## src/rtl/o3wo_pkg.sv

```systemverilog
package o3wo_pkg;

  localparam int SPEED_W = 16;
  localparam int POS_W   = 32;
  localparam int ANGLE_W = 32;
  localparam int DT_W    = 10;
  localparam int RAD_W   = 16;

  localparam int MUL_A_W = 48;
  localparam int MUL_B_W = 26;
  localparam int MUL_P_W = 64;

  localparam int DIV_N_W = 33;
  localparam int DIV_D_W = 18;

  localparam int COR_W     = 34;
  localparam int ATAN_W    = 30;
  localparam int COR_MAX   = 24;
  localparam int ATAN_IDX_W = 5;

  localparam logic [MUL_B_W-1:0] INV_SQRT3_Q16 = 26'd37837;
  localparam logic [MUL_B_W-1:0] YAW_GAIN_Q16  = 26'd43748177;
  localparam logic signed [COR_W-1:0] CORDIC_X0 = 34'sd652032874;
  localparam logic [DIV_D_W-1:0] DEN_THREE    = 18'd3;
  localparam logic [DIV_D_W-1:0] DEN_THOUSAND = 18'd1000;
  localparam logic [DIV_N_W-1:0] HALF_THOUSAND = 33'd500;
  localparam logic [RAD_W-1:0] RADIUS_RESET = 16'd9830;

  typedef enum logic [3:0] {
    ST_IDLE,
    ST_VX,
    ST_VY,
    ST_WZ,
    ST_YAW_DT,
    ST_YAW_GAIN,
    ST_CORDIC,
    ST_M_VXC,
    ST_M_VYS,
    ST_M_VXS,
    ST_M_VYC,
    ST_PX_MUL,
    ST_PX_DIV,
    ST_PY_MUL,
    ST_PY_DIV,
    ST_DONE
  } state_t;

  function automatic logic [ATAN_W-1:0] atan_val(input logic [ATAN_IDX_W-1:0] i);
    logic [ATAN_W-1:0] r;
    unique case (i)
      5'd0:  r = 30'h20000000;
      5'd1:  r = 30'h12E4051E;
      5'd2:  r = 30'h09FB385B;
      5'd3:  r = 30'h051111D4;
      5'd4:  r = 30'h028B0D43;
      5'd5:  r = 30'h0145D7E1;
      5'd6:  r = 30'h00A2F61E;
      5'd7:  r = 30'h00517C55;
      5'd8:  r = 30'h0028BE53;
      5'd9:  r = 30'h00145F2F;
      5'd10: r = 30'h000A2F98;
      5'd11: r = 30'h000517CC;
      5'd12: r = 30'h00028BE6;
      5'd13: r = 30'h000145F3;
      5'd14: r = 30'h0000A2F9;
      5'd15: r = 30'h0000517C;
      5'd16: r = 30'h000028BE;
      5'd17: r = 30'h0000145F;
      5'd18: r = 30'h00000A2F;
      5'd19: r = 30'h00000517;
      5'd20: r = 30'h0000028B;
      5'd21: r = 30'h00000145;
      5'd22: r = 30'h000000A2;
      5'd23: r = 30'h00000051;
      default: r = '0;
    endcase
    return r;
  endfunction

  function automatic logic signed [33:0] apply_sign(input logic neg,
                                                    input logic [32:0] mag);
    logic signed [33:0] m;
    m = $signed({1'b0, mag});
    return neg ? -m : m;
  endfunction

  function automatic logic signed [15:0] sat_speed(input logic signed [33:0] v);
    logic signed [15:0] r;
    if (v > 34'sd32767) begin
      r = 16'sh7FFF;
    end else if (v < -34'sd32768) begin
      r = 16'sh8000;
    end else begin
      r = $signed(v[15:0]);
    end
    return r;
  endfunction

  function automatic logic signed [31:0] sat_pos(input logic signed [34:0] v);
    logic signed [31:0] r;
    if (v > 35'sd2147483647) begin
      r = 32'sh7FFFFFFF;
    end else if (v < -35'sd2147483648) begin
      r = 32'sh80000000;
    end else begin
      r = $signed(v[31:0]);
    end
    return r;
  endfunction

endpackage

```

## src/rtl/omni3_wheel_odometry.sv

```systemverilog
// A clear transaction goes straight to the result stage; an update with
// 16 CORDIC stages runs nine multiplies, four divides and the CORDIC rotation
// one after another, then the result stage.
// Only one transaction is in flight at a time, since the bit-serial multiplier
// and divider are shared; a new transaction is taken while the previous result waits.
// Reset clears position, heading and the control state, and sets the radius to 9830.
module omni3_wheel_odometry #(
  parameter int CORDIC_STAGES = 16
) (
  input  logic         clk,
  input  logic         rst,
  input  logic         cfg_wr_en,
  input  logic [15:0]  cfg_wr_data,   // robot_radius
  input  logic         s_tvalid,
  output logic         s_tready,
  input  logic [63:0]  s_tdata,       // wheel_front_speed, wheel_left_speed,
                                      // wheel_right_speed, dt_ms, zero pad
  input  logic         s_tuser,       // mode
  output logic         m_tvalid,
  input  logic         m_tready,
  output logic [127:0] m_tdata        // pos_x, pos_y, heading, body_vx, body_vy,
                                      // body_wz
);

  o3wo_pkg::state_t state, state_next;
  logic pend, pend_next;

  logic [15:0]        radius;
  logic signed [15:0] w1, w2, w3;
  logic [9:0]         dt;
  logic signed [15:0] vx, vy, wz;
  logic [31:0]        yaw;
  logic signed [31:0] x_acc, y_acc;
  logic signed [47:0] vxw, vyw;
  logic [25:0]        p1;

  logic        mul_start, mul_done, div_start, div_done, cor_start, cor_done;
  logic        use_mul, use_div, use_cor, fin;
  o3wo_pkg::state_t after;
  logic [o3wo_pkg::MUL_A_W-1:0] mul_a;
  logic [o3wo_pkg::MUL_B_W-1:0] mul_b;
  logic [o3wo_pkg::MUL_P_W-1:0] prod;
  logic [o3wo_pkg::DIV_N_W-1:0] div_num, quot;
  logic [o3wo_pkg::DIV_D_W-1:0] div_den;
  logic signed [o3wo_pkg::COR_W-1:0] sn, cs;

  logic signed [18:0] n_vx;
  logic signed [17:0] sum3;
  logic signed [16:0] d_vy;
  logic [18:0] n_vx_mag;
  logic [17:0] sum3_mag;
  logic [16:0] d_vy_mag;
  logic [15:0] vx_mag, vy_mag, wz_mag, r_eff;
  logic [17:0] den3;
  logic [31:0] c_mag, s_mag;
  logic [46:0] vxw_mag, vyw_mag;
  logic        term_neg;
  logic signed [47:0] term;
  logic [63:0] rnd16;
  logic [31:0] yaw_d;
  logic signed [34:0] pos_sum;
  logic        pos_neg;
  logic signed [31:0] pos_base;

  always_comb begin
    n_vx     = (19'(w1) <<< 1) - 19'(w2) - 19'(w3);
    sum3     = 18'(w1) + 18'(w2) + 18'(w3);
    d_vy     = 17'(w2) - 17'(w3);
    n_vx_mag = n_vx[18] ? 19'(-n_vx) : 19'(n_vx);
    sum3_mag = sum3[17] ? 18'(-sum3) : 18'(sum3);
    d_vy_mag = d_vy[16] ? 17'(-d_vy) : 17'(d_vy);
    vx_mag   = vx[15] ? 16'(-vx) : 16'(vx);
    vy_mag   = vy[15] ? 16'(-vy) : 16'(vy);
    wz_mag   = wz[15] ? 16'(-wz) : 16'(wz);
    r_eff    = (radius == 16'd0) ? 16'd1 : radius;
    den3     = 18'({r_eff, 1'b0}) + 18'(r_eff);
    c_mag    = cs[o3wo_pkg::COR_W-1] ? 32'(-cs) : 32'(cs);
    s_mag    = sn[o3wo_pkg::COR_W-1] ? 32'(-sn) : 32'(sn);
    vxw_mag  = vxw[47] ? 47'(-vxw) : 47'(vxw);
    vyw_mag  = vyw[47] ? 47'(-vyw) : 47'(vyw);
    rnd16    = prod + 64'd32768;
    yaw_d    = rnd16[47:16];
  end

  always_comb begin
    mul_a    = '0;
    mul_b    = '0;
    div_num  = '0;
    div_den  = o3wo_pkg::DEN_THREE;
    term_neg = 1'b0;
    unique case (state)
      o3wo_pkg::ST_VX: begin
        div_num = 33'(n_vx_mag) + 33'd1;
        div_den = o3wo_pkg::DEN_THREE;
      end
      o3wo_pkg::ST_VY: begin
        mul_a = 48'(d_vy_mag);
        mul_b = o3wo_pkg::INV_SQRT3_Q16;
      end
      o3wo_pkg::ST_WZ: begin
        div_num = (33'(sum3_mag) << 14) + 33'(den3 >> 1);
        div_den = den3;
      end
      o3wo_pkg::ST_YAW_DT: begin
        mul_a = 48'(wz_mag);
        mul_b = 26'(dt);
      end
      o3wo_pkg::ST_YAW_GAIN: begin
        mul_a = 48'(p1);
        mul_b = o3wo_pkg::YAW_GAIN_Q16;
      end
      o3wo_pkg::ST_M_VXC: begin
        mul_a    = 48'(c_mag);
        mul_b    = 26'(vx_mag);
        term_neg = vx[15] ^ cs[o3wo_pkg::COR_W-1];
      end
      o3wo_pkg::ST_M_VYS: begin
        mul_a    = 48'(s_mag);
        mul_b    = 26'(vy_mag);
        term_neg = vy[15] ^ sn[o3wo_pkg::COR_W-1];
      end
      o3wo_pkg::ST_M_VXS: begin
        mul_a    = 48'(s_mag);
        mul_b    = 26'(vx_mag);
        term_neg = vx[15] ^ sn[o3wo_pkg::COR_W-1];
      end
      o3wo_pkg::ST_M_VYC: begin
        mul_a    = 48'(c_mag);
        mul_b    = 26'(vy_mag);
        term_neg = vy[15] ^ cs[o3wo_pkg::COR_W-1];
      end
      o3wo_pkg::ST_PX_MUL: begin
        mul_a = 48'(vxw_mag);
        mul_b = 26'(dt);
      end
      o3wo_pkg::ST_PY_MUL: begin
        mul_a = 48'(vyw_mag);
        mul_b = 26'(dt);
      end
      o3wo_pkg::ST_PX_DIV, o3wo_pkg::ST_PY_DIV: begin
        div_num = 33'(prod[63:26]) + o3wo_pkg::HALF_THOUSAND;
        div_den = o3wo_pkg::DEN_THOUSAND;
      end
      default: begin
      end
    endcase
    term = term_neg ? -$signed({1'b0, prod[46:0]}) : $signed({1'b0, prod[46:0]});
    pos_neg  = (state == o3wo_pkg::ST_PX_DIV) ? vxw[47] : vyw[47];
    pos_base = (state == o3wo_pkg::ST_PX_DIV) ? x_acc : y_acc;
    pos_sum  = 35'(pos_base) + 35'(o3wo_pkg::apply_sign(pos_neg, quot));
  end

  always_comb begin
    state_next = state;
    pend_next  = pend;
    mul_start  = 1'b0;
    div_start  = 1'b0;
    cor_start  = 1'b0;
    use_mul    = 1'b0;
    use_div    = 1'b0;
    use_cor    = 1'b0;
    after      = o3wo_pkg::ST_IDLE;
    s_tready   = (state == o3wo_pkg::ST_IDLE);
    unique case (state)
      o3wo_pkg::ST_IDLE: begin
        pend_next = 1'b0;
        if (s_tvalid) begin
          state_next = s_tuser ? o3wo_pkg::ST_DONE : o3wo_pkg::ST_VX;
        end
      end
      o3wo_pkg::ST_VX:       begin use_div = 1'b1; after = o3wo_pkg::ST_VY;       end
      o3wo_pkg::ST_VY:       begin use_mul = 1'b1; after = o3wo_pkg::ST_WZ;       end
      o3wo_pkg::ST_WZ:       begin use_div = 1'b1; after = o3wo_pkg::ST_YAW_DT;   end
      o3wo_pkg::ST_YAW_DT:   begin use_mul = 1'b1; after = o3wo_pkg::ST_YAW_GAIN; end
      o3wo_pkg::ST_YAW_GAIN: begin use_mul = 1'b1; after = o3wo_pkg::ST_CORDIC;   end
      o3wo_pkg::ST_CORDIC:   begin use_cor = 1'b1; after = o3wo_pkg::ST_M_VXC;    end
      o3wo_pkg::ST_M_VXC:    begin use_mul = 1'b1; after = o3wo_pkg::ST_M_VYS;    end
      o3wo_pkg::ST_M_VYS:    begin use_mul = 1'b1; after = o3wo_pkg::ST_M_VXS;    end
      o3wo_pkg::ST_M_VXS:    begin use_mul = 1'b1; after = o3wo_pkg::ST_M_VYC;    end
      o3wo_pkg::ST_M_VYC:    begin use_mul = 1'b1; after = o3wo_pkg::ST_PX_MUL;   end
      o3wo_pkg::ST_PX_MUL:   begin use_mul = 1'b1; after = o3wo_pkg::ST_PX_DIV;   end
      o3wo_pkg::ST_PX_DIV:   begin use_div = 1'b1; after = o3wo_pkg::ST_PY_MUL;   end
      o3wo_pkg::ST_PY_MUL:   begin use_mul = 1'b1; after = o3wo_pkg::ST_PY_DIV;   end
      o3wo_pkg::ST_PY_DIV:   begin use_div = 1'b1; after = o3wo_pkg::ST_DONE;     end
      o3wo_pkg::ST_DONE: begin
        if (!m_tvalid || m_tready) begin
          state_next = o3wo_pkg::ST_IDLE;
        end
      end
      default: begin
        state_next = o3wo_pkg::ST_IDLE;
      end
    endcase
    fin = pend && ((use_mul && mul_done) || (use_div && div_done) || (use_cor && cor_done));
    if (use_mul || use_div || use_cor) begin
      if (!pend) begin
        mul_start = use_mul;
        div_start = use_div;
        cor_start = use_cor;
        pend_next = 1'b1;
      end else if (fin) begin
        pend_next  = 1'b0;
        state_next = after;
      end
    end
  end

  always_ff @(posedge clk) begin
    if (rst) begin
      state    <= o3wo_pkg::ST_IDLE;
      pend     <= 1'b0;
      radius   <= o3wo_pkg::RADIUS_RESET;
      yaw      <= '0;
      x_acc    <= '0;
      y_acc    <= '0;
      m_tvalid <= 1'b0;
    end else begin
      state <= state_next;
      pend  <= pend_next;
      if (cfg_wr_en) begin
        radius <= cfg_wr_data;
      end
      if (s_tvalid && s_tready && s_tuser) begin
        yaw   <= '0;
        x_acc <= '0;
        y_acc <= '0;
      end
      if (fin && state == o3wo_pkg::ST_YAW_GAIN) begin
        yaw <= yaw + (wz[15] ? -yaw_d : yaw_d);
      end
      if (fin && state == o3wo_pkg::ST_PX_DIV) begin
        x_acc <= o3wo_pkg::sat_pos(pos_sum);
      end
      if (fin && state == o3wo_pkg::ST_PY_DIV) begin
        y_acc <= o3wo_pkg::sat_pos(pos_sum);
      end
      if (state == o3wo_pkg::ST_DONE && (!m_tvalid || m_tready)) begin
        m_tvalid <= 1'b1;
      end else if (m_tready) begin
        m_tvalid <= 1'b0;
      end
    end
  end

  always_ff @(posedge clk) begin
    if (s_tvalid && s_tready) begin
      w1 <= $signed(s_tdata[15:0]);
      w2 <= $signed(s_tdata[31:16]);
      w3 <= $signed(s_tdata[47:32]);
      dt <= s_tdata[57:48];
      if (s_tuser) begin
        vx <= '0;
        vy <= '0;
        wz <= '0;
      end
    end
    if (fin) begin
      unique case (state)
        o3wo_pkg::ST_VX: vx <= o3wo_pkg::sat_speed(o3wo_pkg::apply_sign(n_vx[18], quot));
        o3wo_pkg::ST_VY: vy <= o3wo_pkg::sat_speed(
                                 o3wo_pkg::apply_sign(d_vy[16], 33'(rnd16[32:16])));
        o3wo_pkg::ST_WZ: wz <= o3wo_pkg::sat_speed(o3wo_pkg::apply_sign(sum3[17], quot));
        o3wo_pkg::ST_YAW_DT: p1 <= prod[25:0];
        o3wo_pkg::ST_M_VXC: vxw <= term;
        o3wo_pkg::ST_M_VYS: vxw <= vxw - term;
        o3wo_pkg::ST_M_VXS: vyw <= term;
        o3wo_pkg::ST_M_VYC: vyw <= vyw + term;
        default: begin
        end
      endcase
    end
    if (state == o3wo_pkg::ST_DONE && (!m_tvalid || m_tready)) begin
      m_tdata <= {wz, vy, vx, yaw[31:16], y_acc, x_acc};
    end
  end

  o3wo_mul u_mul (
    .clk   (clk),
    .rst   (rst),
    .start (mul_start),
    .a     (mul_a),
    .b     (mul_b),
    .prod  (prod),
    .done  (mul_done)
  );

  o3wo_div u_div (
    .clk   (clk),
    .rst   (rst),
    .start (div_start),
    .num   (div_num),
    .den   (div_den),
    .quot  (quot),
    .done  (div_done)
  );

  o3wo_cordic #(
    .STAGES (CORDIC_STAGES)
  ) u_cordic (
    .clk   (clk),
    .rst   (rst),
    .start (cor_start),
    .ang   (yaw),
    .sin_o (sn),
    .cos_o (cs),
    .done  (cor_done)
  );

  a_busy_after_accept: assert property (@(posedge clk) disable iff (rst)
    (s_tvalid && s_tready) |=> !s_tready)
    else $error("input taken again straight after a transaction");

  a_one_unit_done: assert property (@(posedge clk) disable iff (rst)
    $onehot0({mul_done, div_done, cor_done}))
    else $error("more than one arithmetic unit finished in the same cycle");

  a_heading_out: assert property (@(posedge clk) disable iff (rst)
    $rose(m_tvalid) |-> (m_tdata[79:64] == yaw[31:16]))
    else $error("reported heading differs from the heading register");

  a_clear_fast: assert property (@(posedge clk) disable iff (rst)
    (s_tvalid && s_tready && s_tuser) |=> (state == o3wo_pkg::ST_DONE))
    else $error("clear transaction did not go straight to the result stage");

endmodule

```

## src/rtl/o3wo_mul.sv

```systemverilog
module o3wo_mul (
  input  logic                         clk,
  input  logic                         rst,
  input  logic                         start,
  input  logic [o3wo_pkg::MUL_A_W-1:0] a,
  input  logic [o3wo_pkg::MUL_B_W-1:0] b,
  output logic [o3wo_pkg::MUL_P_W-1:0] prod,
  output logic                         done
);

  localparam int CNT_W = $clog2(o3wo_pkg::MUL_B_W);

  logic                         busy;
  logic [CNT_W-1:0]             cnt;
  logic [o3wo_pkg::MUL_P_W-1:0] ash;
  logic [o3wo_pkg::MUL_B_W-1:0] bsh;

  always_ff @(posedge clk) begin
    if (rst) begin
      busy <= 1'b0;
      done <= 1'b0;
      cnt  <= '0;
    end else begin
      done <= 1'b0;
      if (start) begin
        busy <= 1'b1;
        cnt  <= '0;
      end else if (busy) begin
        cnt <= cnt + 1'b1;
        if (cnt == CNT_W'(o3wo_pkg::MUL_B_W - 1)) begin
          busy <= 1'b0;
          done <= 1'b1;
        end
      end
    end
  end

  // One multiplier bit per cycle, least significant first.
  always_ff @(posedge clk) begin
    if (start) begin
      prod <= '0;
      ash  <= o3wo_pkg::MUL_P_W'(a);
      bsh  <= b;
    end else if (busy) begin
      if (bsh[0]) begin
        prod <= prod + ash;
      end
      ash <= ash << 1;
      bsh <= bsh >> 1;
    end
  end

endmodule

```

## src/rtl/o3wo_div.sv

```systemverilog
module o3wo_div (
  input  logic                         clk,
  input  logic                         rst,
  input  logic                         start,
  input  logic [o3wo_pkg::DIV_N_W-1:0] num,
  input  logic [o3wo_pkg::DIV_D_W-1:0] den,
  output logic [o3wo_pkg::DIV_N_W-1:0] quot,
  output logic                         done
);

  localparam int CNT_W = $clog2(o3wo_pkg::DIV_N_W);

  logic                         busy;
  logic [CNT_W-1:0]             cnt;
  logic [o3wo_pkg::DIV_D_W-1:0] rem;
  logic [o3wo_pkg::DIV_D_W-1:0] dd;
  logic [o3wo_pkg::DIV_D_W:0]   trial;
  logic                         fits;

  always_comb begin
    trial = {rem, quot[o3wo_pkg::DIV_N_W-1]};
    fits  = (trial >= {1'b0, dd});
  end

  always_ff @(posedge clk) begin
    if (rst) begin
      busy <= 1'b0;
      done <= 1'b0;
      cnt  <= '0;
    end else begin
      done <= 1'b0;
      if (start) begin
        busy <= 1'b1;
        cnt  <= '0;
      end else if (busy) begin
        cnt <= cnt + 1'b1;
        if (cnt == CNT_W'(o3wo_pkg::DIV_N_W - 1)) begin
          busy <= 1'b0;
          done <= 1'b1;
        end
      end
    end
  end

  // Restoring division: the quotient bits shift in behind the dividend bits.
  always_ff @(posedge clk) begin
    if (start) begin
      rem  <= '0;
      quot <= num;
      dd   <= den;
    end else if (busy) begin
      if (fits) begin
        rem <= o3wo_pkg::DIV_D_W'(trial - {1'b0, dd});
      end else begin
        rem <= o3wo_pkg::DIV_D_W'(trial);
      end
      quot <= {quot[o3wo_pkg::DIV_N_W-2:0], fits};
    end
  end

endmodule

```

## src/rtl/o3wo_cordic.sv

```systemverilog
module o3wo_cordic #(
  parameter int STAGES = 16
) (
  input  logic                              clk,
  input  logic                              rst,
  input  logic                              start,
  input  logic [o3wo_pkg::ANGLE_W-1:0]      ang,
  output logic signed [o3wo_pkg::COR_W-1:0] sin_o,
  output logic signed [o3wo_pkg::COR_W-1:0] cos_o,
  output logic                              done
);

  localparam int NUM   = (STAGES > o3wo_pkg::COR_MAX) ? o3wo_pkg::COR_MAX : STAGES;
  localparam int CNT_W = $clog2(NUM);

  logic                              busy;
  logic [CNT_W-1:0]                  idx;
  logic                              neg;
  logic signed [o3wo_pkg::COR_W-1:0] x;
  logic signed [o3wo_pkg::COR_W-1:0] y;
  logic signed [o3wo_pkg::COR_W-1:0] z;
  logic signed [o3wo_pkg::COR_W-1:0] xs;
  logic signed [o3wo_pkg::COR_W-1:0] ys;
  logic signed [o3wo_pkg::COR_W-1:0] at;
  logic                              fold;
  logic [o3wo_pkg::ANGLE_W-1:0]      ang_f;

  always_comb begin
    fold  = (ang[31:30] == 2'b01) || (ang[31:30] == 2'b10);
    ang_f = {ang[31] ^ fold, ang[30:0]};
    xs    = x >>> idx;
    ys    = y >>> idx;
    at    = $signed({4'b0000, o3wo_pkg::atan_val(o3wo_pkg::ATAN_IDX_W'(idx))});
  end

  assign cos_o = neg ? -x : x;
  assign sin_o = neg ? -y : y;

  always_ff @(posedge clk) begin
    if (rst) begin
      busy <= 1'b0;
      done <= 1'b0;
      idx  <= '0;
    end else begin
      done <= 1'b0;
      if (start) begin
        busy <= 1'b1;
        idx  <= '0;
      end else if (busy) begin
        idx <= idx + 1'b1;
        if (idx == CNT_W'(NUM - 1)) begin
          busy <= 1'b0;
          done <= 1'b1;
        end
      end
    end
  end

  // One rotation step per cycle on the folded angle.
  always_ff @(posedge clk) begin
    if (start) begin
      neg <= fold;
      x   <= o3wo_pkg::CORDIC_X0;
      y   <= '0;
      z   <= o3wo_pkg::COR_W'($signed(ang_f));
    end else if (busy) begin
      if (!z[o3wo_pkg::COR_W-1]) begin
        x <= x - ys;
        y <= y + xs;
        z <= z - at;
      end else begin
        x <= x + ys;
        y <= y - xs;
        z <= z + at;
      end
    end
  end

endmodule
```

## config.mk

```make
export PLATFORM = sky130hd
export DESIGN_NAME = omni3_wheel_odometry
export DESIGN_NICKNAME = d
export VERILOG_FILES = /design/src/rtl/o3wo_pkg.sv /design/src/rtl/omni3_wheel_odometry.sv /design/src/rtl/o3wo_mul.sv /design/src/rtl/o3wo_div.sv /design/src/rtl/o3wo_cordic.sv
export SDC_FILE = /design/constraint.sdc
export NUM_CORES = 2
export LEC_CHECK = 0
export BUFFER_PORTS_ARGS = -buffer_cell sky130_fd_sc_hd__buf_2
export CAP_MARGIN = 5
export CORE_ASPECT_RATIO = 0.6
export CORE_UTILIZATION = 45
export CTS_BUF_LIST = sky130_fd_sc_hd__clkbuf_8
export DETAILED_ROUTE_END_ITERATION = 16
export GPL_TIMING_DRIVEN = 0
export MAX_ROUTING_LAYER = met4
export PLACE_DENSITY = 0.66
export SLEW_MARGIN = 5
export SYNTH_ARGS = -nofsm -noshare
export SYNTH_HDL_FRONTEND = slang
export SYNTH_SLANG_ARGS = --single-unit
```

## constraint.sdc

```tcl
create_clock -name clk -period 13.1 [get_ports clk]
set_input_delay 2.62 -clock clk [delete_from_list [all_inputs] [get_ports clk]]
set_output_delay 2.62 -clock clk [all_outputs]
set_load 0.02 [all_outputs]
```

==> metrics.txt <==
# TYPE chip_impl_metric gauge
chip_impl_info{name="run_status",value="complete, but fails checks"} 1
chip_impl_info{name="violated_checks",value="capacitance limit, slew limit"} 1
chip_impl_info{name="worstHoldPathType",value="reg2reg"} 1
chip_impl_metric{name="power.switching_fraction",unit="%"} 52.3
chip_impl_metric{name="final_nets",unit=""} 9548
chip_impl_metric{name="seq_area_frac_synth",unit="%"} 29.8
chip_impl_metric{name="power_report.internal_total",unit="W"} 0.00826
chip_impl_metric{name="synth_mux_area_share",unit="%"} 4.93
chip_impl_metric{name="synth_cell_type_count",unit=""} 111
chip_impl_metric{name="worst_ep_required",unit="ns"} 13.87
chip_impl_metric{name="cts_inserted_buffers",unit=""} 154
chip_impl_metric{name="antenna_violations_before_repair",unit=""} 15
chip_impl_metric{name="placement.io_buffers",unit=""} 208
chip_impl_metric{name="cts_repair_resize_count",unit=""} 0
chip_impl_metric{name="initial_utilization",unit="%"} 45.5
chip_impl_metric{name="net_count_of_the_mapped_netlist",unit=""} 9160
chip_impl_metric{name="seq_power_share",unit="%"} 21.7
chip_impl_metric{name="max_freq",unit="MHz"} 92.7
chip_impl_metric{name="cts_sinks",unit=""} 841
chip_impl_metric{name="synthAdderAreaFrac",unit="%"} 9.22
chip_impl_metric{name="final_hold_viol_count",unit=""} 0
chip_impl_metric{name="number_of_enable_type_register_cells_in_the_synthesized_netlist",unit=""} 468
chip_impl_metric{name="detailroute.via_count",unit=""} 73300
chip_impl_metric{name="cts_hold_repair.buffers",unit=""} 0
chip_impl_metric{name="power.density_cell_area",unit="mW/mm2"} 217
chip_impl_metric{name="max-clock-path-buffers",unit=""} 4
chip_impl_metric{name="yosys.area_share.simple",unit="%"} 17.6
chip_impl_metric{name="synth.cell_area",unit="mm2"} 0.0723
chip_impl_metric{name="routed_wirelength",unit="mm"} 334
chip_impl_metric{name="ys_seq_elements",unit=""} 841
chip_impl_metric{name="drtPass1Iterations",unit=""} 8
chip_impl_info{name="endpoint_kind",value="register"} 1
chip_impl_info{name="crit_path_top_delay_cell",value="sky130_fd_sc_hd__buf_1"} 1
chip_impl_metric{name="slew_headroom",unit="%"} -9.54
chip_impl_metric{name="finalCriticalPeriod",unit="ns"} 10.79
chip_impl_metric{name="post-route-worst-setup-slack",unit="ns"} 2.31
chip_impl_metric{name="viasPerCell",unit=""} 6.54
chip_impl_metric{name="comb_power_share",unit="%"} 62.7
chip_impl_metric{name="layout_worst_path_cycle_share",unit="%"} 82.4
chip_impl_metric{name="routed_wire_length_per_instance",unit="um"} 29.8
chip_impl_metric{name="power_spent_charging_and_discharging_nets",unit="W"} 0.00905
chip_impl_info{name="startpoint_type",value="register"} 1
chip_impl_info{name="rsz_0062_raised_after_global_routing",value="false"} 1
chip_impl_metric{name="post_layout_nonfiller_instances",unit=""} 11200
chip_impl_metric{name="finalSetupViolations",unit=""} 0
chip_impl_metric{name="cts.reportedPaths.clkPinSlew",unit="ns"} 0.08
chip_impl_metric{name="floorplan.die.height",unit="um"} 313
chip_impl_metric{name="synthesis.instances",unit=""} 8569
chip_impl_info{name="worst-setup-path-type",value="reg2reg"} 1
chip_impl_metric{name="crit_path_max_incr_delay",unit="ns"} 0.93
chip_impl_metric{name="die_width",unit="um"} 520
chip_impl_metric{name="tightestPinTransition",unit="ns"} 1.64
chip_impl_info{name="timing.critical_path.max_delay_family",value="buffers and inverters"} 1
chip_impl_metric{name="number_of_max_cap_violations",unit=""} 2
chip_impl_metric{name="design_area",unit="mm2"} 0.0797
chip_impl_metric{name="synth_xor_xnor_area_share",unit="%"} 12.0
chip_impl_metric{name="first_global_vias",unit=""} 64300
chip_impl_metric{name="fin_skew",unit="ns"} 0.102
chip_impl_metric{name="global_route_usage_sum",unit="%"} 40.7
chip_impl_metric{name="timing.setup.tns",unit="ns"} 0
chip_impl_info{name="clk_root_buffer_cell",value="sky130_fd_sc_hd__clkbuf_8"} 1
chip_impl_metric{name="design.die.area",unit="mm2"} 0.162
chip_impl_metric{name="fin_total_pwr",unit="W"} 0.0173
chip_impl_metric{name="clkLatencyLatePin",unit="ns"} 0.95
chip_impl_metric{name="p_leak",unit="nW"} 31.5
chip_impl_metric{name="placement.setup.worst_slack",unit="ns"} 3.15
chip_impl_info{name="postSynth.topFlopCell",value="sky130_fd_sc_hd__edfxtp_1"} 1
chip_impl_metric{name="core_area",unit="mm2"} 0.159
chip_impl_metric{name="max_slew_vio_count",unit=""} 12
chip_impl_metric{name="cts.repair_timing.setup_buffer_count",unit=""} 0
chip_impl_metric{name="cp.arrival",unit="ns"} 11.56
chip_impl_metric{name="post-place-cells",unit=""} 10900
chip_impl_info{name="crit_top_cell",value="sky130_fd_sc_hd__clkbuf_1"} 1
chip_impl_metric{name="placedInstanceArea",unit="mm2"} 0.0765
chip_impl_metric{name="dp.final_hpwl",unit="mm"} 273
chip_impl_metric{name="vdd_ir_drop_max",unit="V"} 0.000131
chip_impl_metric{name="mean_post_synth_cell_area",unit="um2"} 8.44
chip_impl_metric{name="critical_path_buffer_and_inverter_count",unit=""} 7
chip_impl_metric{name="grt_max_degree",unit=""} 96
chip_impl_metric{name="pin_count",unit=""} 216
chip_impl_metric{name="drive_gt1_share",unit="%"} 9.09
chip_impl_metric{name="area_delta_synth_final",unit="%"} 10.2
chip_impl_metric{name="path_max_fanout",unit=""} 10
chip_impl_metric{name="routability_cong",unit=""} 1.12
chip_impl_metric{name="power.clock.fraction",unit="%"} 15.5
chip_impl_info{name="tritoncts",value="done"} 1
chip_impl_metric{name="post_synth_arst_share",unit="%"} 0
chip_impl_metric{name="placement_rows",unit=""} 113
chip_impl_metric{name="first_iter_violations",unit=""} 11600
chip_impl_metric{name="htreeDepth",unit=""} 4
chip_impl_metric{name="grt_overflow",unit=""} 0
chip_impl_metric{name="synth_compound_gate_area_share",unit="%"} 22.1
chip_impl_info{name="combinational_family_with_the_most_area_after_synthesis",value="compound AO/OA/AOI/OAI gates"} 1
chip_impl_metric{name="drc_errors",unit=""} 0
chip_impl_metric{name="grt_first_pass_wirelength",unit="mm"} 467
chip_impl_metric{name="ys.warnings.count",unit=""} 0
chip_impl_metric{name="ant_nets",unit=""} 0
worst paths after layout:
check                   from  slack (ns)        endpoint  cells past startpoint
min reg2reg         y_acc[2]        0.46     m_tdata[34]                      0
max reg2reg  u_cordic.idx[3]        2.31  u_cordic.x[32]                     25
min                 y_acc[2]        0.46     m_tdata[34]                      0
max          u_cordic.idx[3]        2.31  u_cordic.x[32]                     25
cell families after synthesis:
group / count (synthesis)
compound gates: 2471
xor+xnor: 975
fa+ha+maj: 506
buf+inv: 819
flops: 841
mux: 267
simple gates: 2690
metrics by stage:
step	hold slack [ns]	utilization, %
2_1_floorplan	0.409	-
3_3_place_gp	0.436	47.8
3_5_place_dp	0.442	48.1
4_1_cts	0.455	50.0
5_1_grt	0.468	50.1
6_report	0.457	50.1
cell type report:
cell class | instances | area, um2
clock buffers | 169 | 2330
fillers | 15400 | 79200
diodes | 12 | 30.0
multi-input cells | 6909 | 47800
plain buffers | 473 | 1900
repair buffers | 232 | 1440
inverters | 346 | 1300
flip-flops and latches | 841 | 21500
well taps | 2127 | 2660
clock inverters | 99 | 696
worst reg2reg max path: stages, from the launching register on:
cell and delay, ns:
sky130_fd_sc_hd__dfxtp_1 0.32, sky130_fd_sc_hd__clkbuf_1 0.75, sky130_fd_sc_hd__clkbuf_1 0.70, sky130_fd_sc_hd__buf_1 0.87, sky130_fd_sc_hd__clkbuf_1 0.85, sky130_fd_sc_hd__clkbuf_1 0.41, sky130_fd_sc_hd__buf_1 0.89, sky130_fd_sc_hd__buf_1 0.93
sky130_fd_sc_hd__nor2_1 0.12, sky130_fd_sc_hd__or2_2 0.35, sky130_fd_sc_hd__ha_1 0.28, sky130_fd_sc_hd__nand2_1 0.06, sky130_fd_sc_hd__o21ai_0 0.27, sky130_fd_sc_hd__fa_1 0.56, sky130_fd_sc_hd__a21o_1 0.18, sky130_fd_sc_hd__a21o_1 0.21
sky130_fd_sc_hd__a2111oi_0 0.59, sky130_fd_sc_hd__o21ai_0 0.29, sky130_fd_sc_hd__a221o_1 0.40, sky130_fd_sc_hd__a21oi_1 0.44, sky130_fd_sc_hd__or3_1 0.21, sky130_fd_sc_hd__a31oi_1 0.12, sky130_fd_sc_hd__a31o_2 0.28, sky130_fd_sc_hd__o41ai_1 0.31
sky130_fd_sc_hd__xor2_1 0.17, sky130_fd_sc_hd__o21ai_0 0.08
cells in the mapped netlist (21+ instances only):
library cell / n / area (um2)
sky130_fd_sc_hd__a211oi_1: 64 / 480
sky130_fd_sc_hd__mux2i_1: 132 / 1320
sky130_fd_sc_hd__nor2b_1: 81 / 507
sky130_fd_sc_hd__o21ai_0: 520 / 2600
sky130_fd_sc_hd__nand3_1: 181 / 906
sky130_fd_sc_hd__mux2_2: 71 / 800
sky130_fd_sc_hd__fa_1: 45 / 901
sky130_fd_sc_hd__edfxtp_1: 468 / 14100
sky130_fd_sc_hd__or4_1: 47 / 353
sky130_fd_sc_hd__a41oi_1: 21 / 184
sky130_fd_sc_hd__xnor2_1: 566 / 4960
sky130_fd_sc_hd__nand2b_1: 80 / 500
sky130_fd_sc_hd__ha_1: 460 / 5760
sky130_fd_sc_hd__a31oi_1: 96 / 601
sky130_fd_sc_hd__buf_1: 69 / 259
sky130_fd_sc_hd__or3_1: 80 / 500
sky130_fd_sc_hd__mux4_2: 64 / 1440
sky130_fd_sc_hd__a211o_1: 22 / 193
sky130_fd_sc_hd__nand4_1: 74 / 463
sky130_fd_sc_hd__buf_2: 25 / 125
sky130_fd_sc_hd__nor4_1: 59 / 369
sky130_fd_sc_hd__a21oi_1: 774 / 3870
sky130_fd_sc_hd__and3_1: 62 / 388
sky130_fd_sc_hd__o21bai_1: 56 / 420
sky130_fd_sc_hd__and2_1: 53 / 332
sky130_fd_sc_hd__o211ai_1: 42 / 315
sky130_fd_sc_hd__clkbuf_1: 359 / 1350
sky130_fd_sc_hd__a221oi_1: 69 / 604
sky130_fd_sc_hd__o41ai_1: 41 / 359
sky130_fd_sc_hd__a21boi_0: 29 / 218
sky130_fd_sc_hd__o221ai_1: 28 / 245
sky130_fd_sc_hd__o31ai_1: 99 / 743
sky130_fd_sc_hd__a221o_1: 44 / 440
sky130_fd_sc_hd__or2_2: 46 / 288
sky130_fd_sc_hd__nor3_1: 169 / 846
sky130_fd_sc_hd__a21o_1: 207 / 1550
sky130_fd_sc_hd__nor2_1: 853 / 3200
sky130_fd_sc_hd__o21a_1: 76 / 571
sky130_fd_sc_hd__and4_1: 23 / 201
sky130_fd_sc_hd__o22ai_1: 34 / 213
sky130_fd_sc_hd__inv_1: 335 / 1260
sky130_fd_sc_hd__nand2_1: 770 / 2890
sky130_fd_sc_hd__nor3b_1: 24 / 180
sky130_fd_sc_hd__xor2_1: 391 / 3420
sky130_fd_sc_hd__dfxtp_1: 373 / 7470
metal layers:
metal / wire length, um / vias up / share of wire, % / global-route usage (%)
met2: 109000 / 4987 / 33 / 43.7
met3: 62800 / 452 / 19 / 22.4
met5: 0 / - / 0 / -
met1: 156000 / 35800 / 47 / 62.2
met4: 6310 / 0 / 1.9 / 7.35
li1: - / 32000 / - / -
power by group through the flow:
stage / clock [W] / sequential (W) / combinational, W
after global placement: 0 / 0.00375 / 0.0100
after detailed placement: 0 / 0.00375 / 0.0101
final: 0.00269 / 0.00376 / 0.0109
after CTS: 0.00269 / 0.00370 / 0.0102
after floorplan: 0 / 0.00350 / 0.00692
after global routing: 0.00280 / 0.00375 / 0.0114
state kept, by name (all words and copies together), names as in the netlist, 18 cells and up:
register	count
m_tdata	128
vxw	48
p1	26
u_div.dd	18
vyw	48
u_cordic.y	34
yaw	32
y_acc	32
u_div.quot	33
u_cordic.x	34
u_mul.prod	59
u_mul.bsh	26
u_cordic.z	34
x_acc	32
u_div.rem	18
u_cordic.at	30
u_mul.ash	59
placed cells by master (no fill, tap or decap), types with 67 or more instances in the layout:
master | synthesis | final
sky130_fd_sc_hd__a21o_1 | 207 | 207
sky130_fd_sc_hd__a21oi_1 | 774 | 774
sky130_fd_sc_hd__a221oi_1 | 69 | 67
sky130_fd_sc_hd__a31oi_1 | 96 | 96
sky130_fd_sc_hd__buf_1 | 69 | 68
sky130_fd_sc_hd__buf_2 | 25 | 233
sky130_fd_sc_hd__clkbuf_1 | 359 | 358
sky130_fd_sc_hd__clkbuf_8 | 1 | 170
sky130_fd_sc_hd__dfxtp_1 | 373 | 373
sky130_fd_sc_hd__edfxtp_1 | 468 | 468
sky130_fd_sc_hd__ha_1 | 460 | 460
sky130_fd_sc_hd__inv_1 | 335 | 372
sky130_fd_sc_hd__mux2_2 | 71 | 71
sky130_fd_sc_hd__mux2i_1 | 132 | 132
sky130_fd_sc_hd__nand2_1 | 770 | 769
sky130_fd_sc_hd__nand2b_1 | 80 | 80
sky130_fd_sc_hd__nand3_1 | 181 | 181
sky130_fd_sc_hd__nand4_1 | 74 | 74
sky130_fd_sc_hd__nor2_1 | 853 | 848
sky130_fd_sc_hd__nor2b_1 | 81 | 81
sky130_fd_sc_hd__nor3_1 | 169 | 164
sky130_fd_sc_hd__o21a_1 | 76 | 76
sky130_fd_sc_hd__o21ai_0 | 520 | 520
sky130_fd_sc_hd__o31ai_1 | 99 | 99
sky130_fd_sc_hd__or3_1 | 80 | 80
sky130_fd_sc_hd__xnor2_1 | 566 | 555
sky130_fd_sc_hd__xor2_1 | 391 | 388
(Power assumes the default switching activity.)
